`config.mk`:
```
export PLATFORM = sky130hd
export DESIGN_NAME = tsdf_div
export DESIGN_NICKNAME = d
export VERILOG_FILES = /design/src/tsdf_pkg.sv /design/src/tsdf_div.sv
export SDC_FILE = /design/constraint.sdc
export NUM_CORES = 1
export LEC_CHECK = 0
export BUFFER_PORTS_ARGS = -buffer_cell sky130_fd_sc_hd__clkbuf_2
export CAP_MARGIN = 30
export CORE_AREA = 5 5 149 137
export CTS_BUF_LIST = sky130_fd_sc_hd__clkbuf_4
export DETAILED_ROUTE_END_ITERATION = 6
export DIE_AREA = 0 0 154 142
export GPL_TIMING_DRIVEN = 0
export PLACE_DENSITY_LB_ADDON = 0.2
export SLEW_MARGIN = 30
export SYNTH_ARGS = -nofsm -noshare
export SYNTH_HDL_FRONTEND = slang
export SYNTH_SLANG_ARGS = --single-unit
```
`constraint.sdc`:
```
create_clock -name aclk -period 4.8 [get_ports aclk]
set_input_delay 0.72 -clock aclk [delete_from_list [all_inputs] [get_ports aclk]]
set_output_delay 0.72 -clock aclk [all_outputs]
set_load 0.02 [all_outputs]
```
`src/tsdf_pkg.sv`:
```
// Shared types and constants for the TSDF ray integrator.
// Used by the top level and by the shared divider; depends on nothing.
package tsdf_pkg;

    localparam int DIV_NUM_W = 48;   // signed dividend width
    localparam int DIV_DEN_W = 24;   // positive divisor width
    localparam int STORE_AW  = 18;   // voxel store address width

    typedef struct packed {
        logic                        start;
        logic signed [DIV_NUM_W-1:0] num;
        logic        [DIV_DEN_W-1:0] den;
    } div_req_t;

    typedef struct packed {
        logic                        busy;
        logic                        done;
        logic signed [DIV_NUM_W-1:0] quo;
    } div_rsp_t;

endpackage

```
`src/tsdf_div.sv`:
```
// Shared restoring divider, one quotient bit per cycle, truncating toward zero.
// Depends on tsdf_pkg for its request and response structs.
module tsdf_div (
    input  logic               aclk,
    input  logic               aresetn,
    input  tsdf_pkg::div_req_t req,
    output tsdf_pkg::div_rsp_t rsp
);
    import tsdf_pkg::*;

    localparam int MAG_W = DIV_NUM_W - 1;
    localparam int CNT_W = $clog2(MAG_W + 1);

    logic                 busy_reg, busy_next;
    logic                 done_reg, done_next;
    logic                 neg_reg, neg_next;
    logic [CNT_W-1:0]     cnt_reg, cnt_next;
    logic [DIV_DEN_W-1:0] rem_reg, rem_next;
    logic [DIV_DEN_W-1:0] den_reg, den_next;
    logic [MAG_W-1:0]     quo_reg, quo_next;

    logic [DIV_DEN_W:0]   rem_shift;
    logic [DIV_DEN_W:0]   rem_sub;
    logic                 ge;
    logic [MAG_W-1:0]     num_mag;

    assign num_mag   = req.num[DIV_NUM_W-1] ? MAG_W'(-req.num) : MAG_W'(req.num);
    assign rem_shift = {rem_reg, quo_reg[MAG_W-1]};
    assign ge        = rem_shift >= {1'b0, den_reg};
    assign rem_sub   = rem_shift - {1'b0, den_reg};

    always_comb begin
        busy_next = busy_reg;
        done_next = 1'b0;
        neg_next  = neg_reg;
        cnt_next  = cnt_reg;
        rem_next  = rem_reg;
        den_next  = den_reg;
        quo_next  = quo_reg;
        if (req.start) begin
            busy_next = 1'b1;
            neg_next  = req.num[DIV_NUM_W-1];
            cnt_next  = '0;
            rem_next  = '0;
            den_next  = req.den;
            quo_next  = num_mag;
        end else if (busy_reg) begin
            rem_next = ge ? rem_sub[DIV_DEN_W-1:0] : rem_shift[DIV_DEN_W-1:0];
            quo_next = {quo_reg[MAG_W-2:0], ge};
            cnt_next = cnt_reg + 1'b1;
            if (cnt_reg == CNT_W'(MAG_W - 1)) begin
                busy_next = 1'b0;
                done_next = 1'b1;
            end
        end
    end

    always_ff @(posedge aclk) begin
        if (!aresetn) begin
            busy_reg <= 1'b0;
            done_reg <= 1'b0;
            cnt_reg  <= '0;
        end else begin
            busy_reg <= busy_next;
            done_reg <= done_next;
            cnt_reg  <= cnt_next;
        end
        neg_reg <= neg_next;
        rem_reg <= rem_next;
        den_reg <= den_next;
        quo_reg <= quo_next;
    end

    assign rsp.busy = busy_reg;
    assign rsp.done = done_reg;
    assign rsp.quo  = neg_reg ? -$signed({1'b0, quo_reg}) : $signed({1'b0, quo_reg});

endmodule

```
==> run metrics <==
Primary FF master, synth edfxtp_1; crit end category output port; Top cell by count, worst path or4_4; most frequent cells in the layout clkbuf_2, edfxtp_1, nor2_1; initial core utilization 39.26%; Area Growth Syn to Fin 17.28%; register area share after synthesis 38.10%; All-Layer GR Usage 18.38%; Reg clk slew, reported paths 160 ps; Cell variety after synth 62; total power draw 2482 µW; Flop pwr share 45.8%; critical setup path kind reg -> out; CP top delay family simple AND/OR/NAND/NOR gates; Slew Limit Fails 0; CP Buf/Inv Count 2; MaxCap Viol Count 0; peak supply drop 0.1246 mV; worst-path fanout max 9; RSZ-0062 raised after global routing yes; GR Util met2 28.98%; worst-skew pair later-pin latency 490 ps; M3 GR Usage 3.557%; Pleak 0.003379 µW; Syn Nets 887; xor/xnor share of the synthesized area 13.57%; crit share post-route 99.32%; combinational power share 33.2%; root buffer cell clkbuf_4; Post-Synth Adder-Cell Area 5.035%; HP Class in -> reg; # fillers 1868; layout cells sized above 1 22.36%; compound-gate portion of the synthesized area 17.89%; met1 GRT Util 25.79%; final hold viol count 0; routed length per instance 17.06 µm; mux cell area share after synthesis 5.171%; initial DRC count 362; Psw 870.9 µW; CTS sink cnt 104; Synth Area per Inst 9.394 µm²; initial antenna violation count 2; global routing's busiest layer met2; number of global-route vias before repair 6071; CTS tree done; Placeable Area 18740 µm²; Finished Cell Area 8627 µm²; first drt pass iteration count 5; min cycle time layout 4767 ps; Die Y 142 µm; outcome finished, final reports clean; grt total ovfl 0; CP arrival 4050 ps; PortBufs 123; first-pass GRT wire length 32.25 mm; clk_skew 14.70 ps; cts bufs inserted 9; cell area after synthesis 7356 µm²; Hold-fix buffers, CTS 0; Vias/cell 5.371; DIE AREA 21870 µm²; Net Sw Frac 35.08%; crit-path cells or4_4 > or4_4 > or4_4 > or3_4 > or3_1 > buf_6 > o31ai_2 > xnor2_2 > buf_4; nets@finish 1038; final setup fails 0; synth warn 0; max reg flops 47; total number of vias 6397; Slew headroom 41.70%; CTS max path bufs 2; ys async rst share 0%; Final ANT Viol Nets 0; die width 154 µm; Max Clk Rate 0.2098 GHz; internal power 1611 µW; Slowest cell on crit path or4_4; WP data required 4080 ps; simple-gate share of the synthesized area 16.28%; number of remaining DRC errors 0; largest family of logic cells by synthesized area compound AO/OA/AOI/OAI gates; Slew @ Worst Pin 874.5 ps; most common cell after layout, fill and taps aside clkbuf_2; clock share of power 21.1%; routability cong. 0.8803; Cells after Synth 783; slowest stage delay, CP 580 ps; FF+latch count, synth 104; Final Routed Wirelength 20.31 mm; # IOs 125; Power Dens Cells 287.7 nW/µm²; CTS HTree Levels 3; Post-synth EDFFs 72; DP HPWL 15.21 mm; Worst setup SP type flop; placed instance area 8287 µm²; num rows 48; largest net degree at the start of global routing 49
power by group through the flow:
stage	combinational, µW	clock, µW	sequential, µW
after CTS	809	540	1140
after floorplan	545	0	1140
after detailed placement	786	0	1160
final	824	523	1140
after global placement	782	0	1160
after global routing	902	571	1150
kinds of logic after synthesis:
| group | after synthesis |
|---|---|
| XOR/XNOR | 114 |
| adder cells (fa/ha/maj) | 29 |
| multiplexers | 36 |
| flip-flops | 104 |
| AND/OR/NAND/NOR | 233 |
| buffers and inverters | 72 |
| AO/OA/AOI/OAI | 195 |
path summary, 6_finish.rpt:
check,start,to,slack (ps),depth (start not counted)
min reg2reg,rem_reg[15],rem_reg[15],500,2
max reg2reg,den_reg[6],rem_reg[11],1690,11
max,quo_reg[10],rsp[45],30,9
min,req[1],den_reg[1],390,1
synthesized netlist by cell type, types with 5 or more instances:
| library cell | count | area share [%] |
|---|---|---|
| a211oi_1 | 15 | 1.5 |
| a21o_1 | 12 | 1.2 |
| a21oi_1 | 49 | 3.3 |
| buf_1 | 5 | 0.26 |
| clkbuf_1 | 28 | 1.4 |
| dfxtp_1 | 32 | 8.7 |
| edfxtp_1 | 72 | 29 |
| ha_1 | 28 | 4.8 |
| inv_1 | 34 | 1.7 |
| mux2_2 | 16 | 2.4 |
| mux2i_1 | 20 | 2.7 |
| nand2_1 | 62 | 3.2 |
| nand2b_1 | 5 | 0.43 |
| nand3_1 | 12 | 0.82 |
| nand4_1 | 5 | 0.43 |
| nor2_1 | 71 | 3.6 |
| nor2b_1 | 5 | 0.43 |
| nor3_1 | 9 | 0.61 |
| o21a_1 | 5 | 0.51 |
| o21ai_0 | 38 | 2.6 |
| o21ai_1 | 11 | 0.75 |
| o31ai_1 | 19 | 1.9 |
| o31ai_2 | 5 | 0.85 |
| o41ai_1 | 13 | 1.5 |
| or2_2 | 6 | 0.51 |
| or3_1 | 18 | 1.5 |
| or4_1 | 8 | 0.82 |
| or4_4 | 6 | 0.92 |
| xnor2_1 | 69 | 8.2 |
| xor2_1 | 45 | 5.4 |
through the flow:
step | worst slack [ps] | hold WS (ps) | setup TNS (ps) | cells | util, %
after floorplan | 891.2 | 452.6 | 0 | 783 | -
after global placement | 530.8 | 475.1 | 0 | 1156 | 44.21
after detailed placement | 537.7 | 486.3 | 0 | 1156 | 44.22
after CTS | 9.849 | 341.2 | 0 | 1182 | 45.51
after global routing | -63.14 | 341.1 | -122.3 | 1191 | 46.04
final | 32.71 | 389.4 | 0 | 1191 | 46.04
layer usage:
metal / wire length, µm / share of wire, %
met2: 9199 / 45
met4: 467 / 2.3
met5: 0 / 0
met3: 1009 / 5.0
met1: 9638 / 47
area by class of cell:
cell class              count  area, µm²  area share (%)
multi-input cells         607       4298           49.82
flip-flops and latches    104       2803           32.49
repair buffers            140      758.2           8.789
well taps                 250      312.8           3.626
plain buffers              38      162.7           1.885
inverters                  34      130.1           1.508
clock inverters             6      82.58          0.9572
clock buffers              10      75.07          0.8702
diodes                      2      5.005         0.05801
timing repair:
item | CTS | global route
pin swaps | 3 | 2
gates cloned | 0 | 0
setup buffers | 10 | 7
setup endpoints to repair | 4 | 14
resized for setup | 2 | 18
Note: power is estimated with default switching activity, not from simulation.
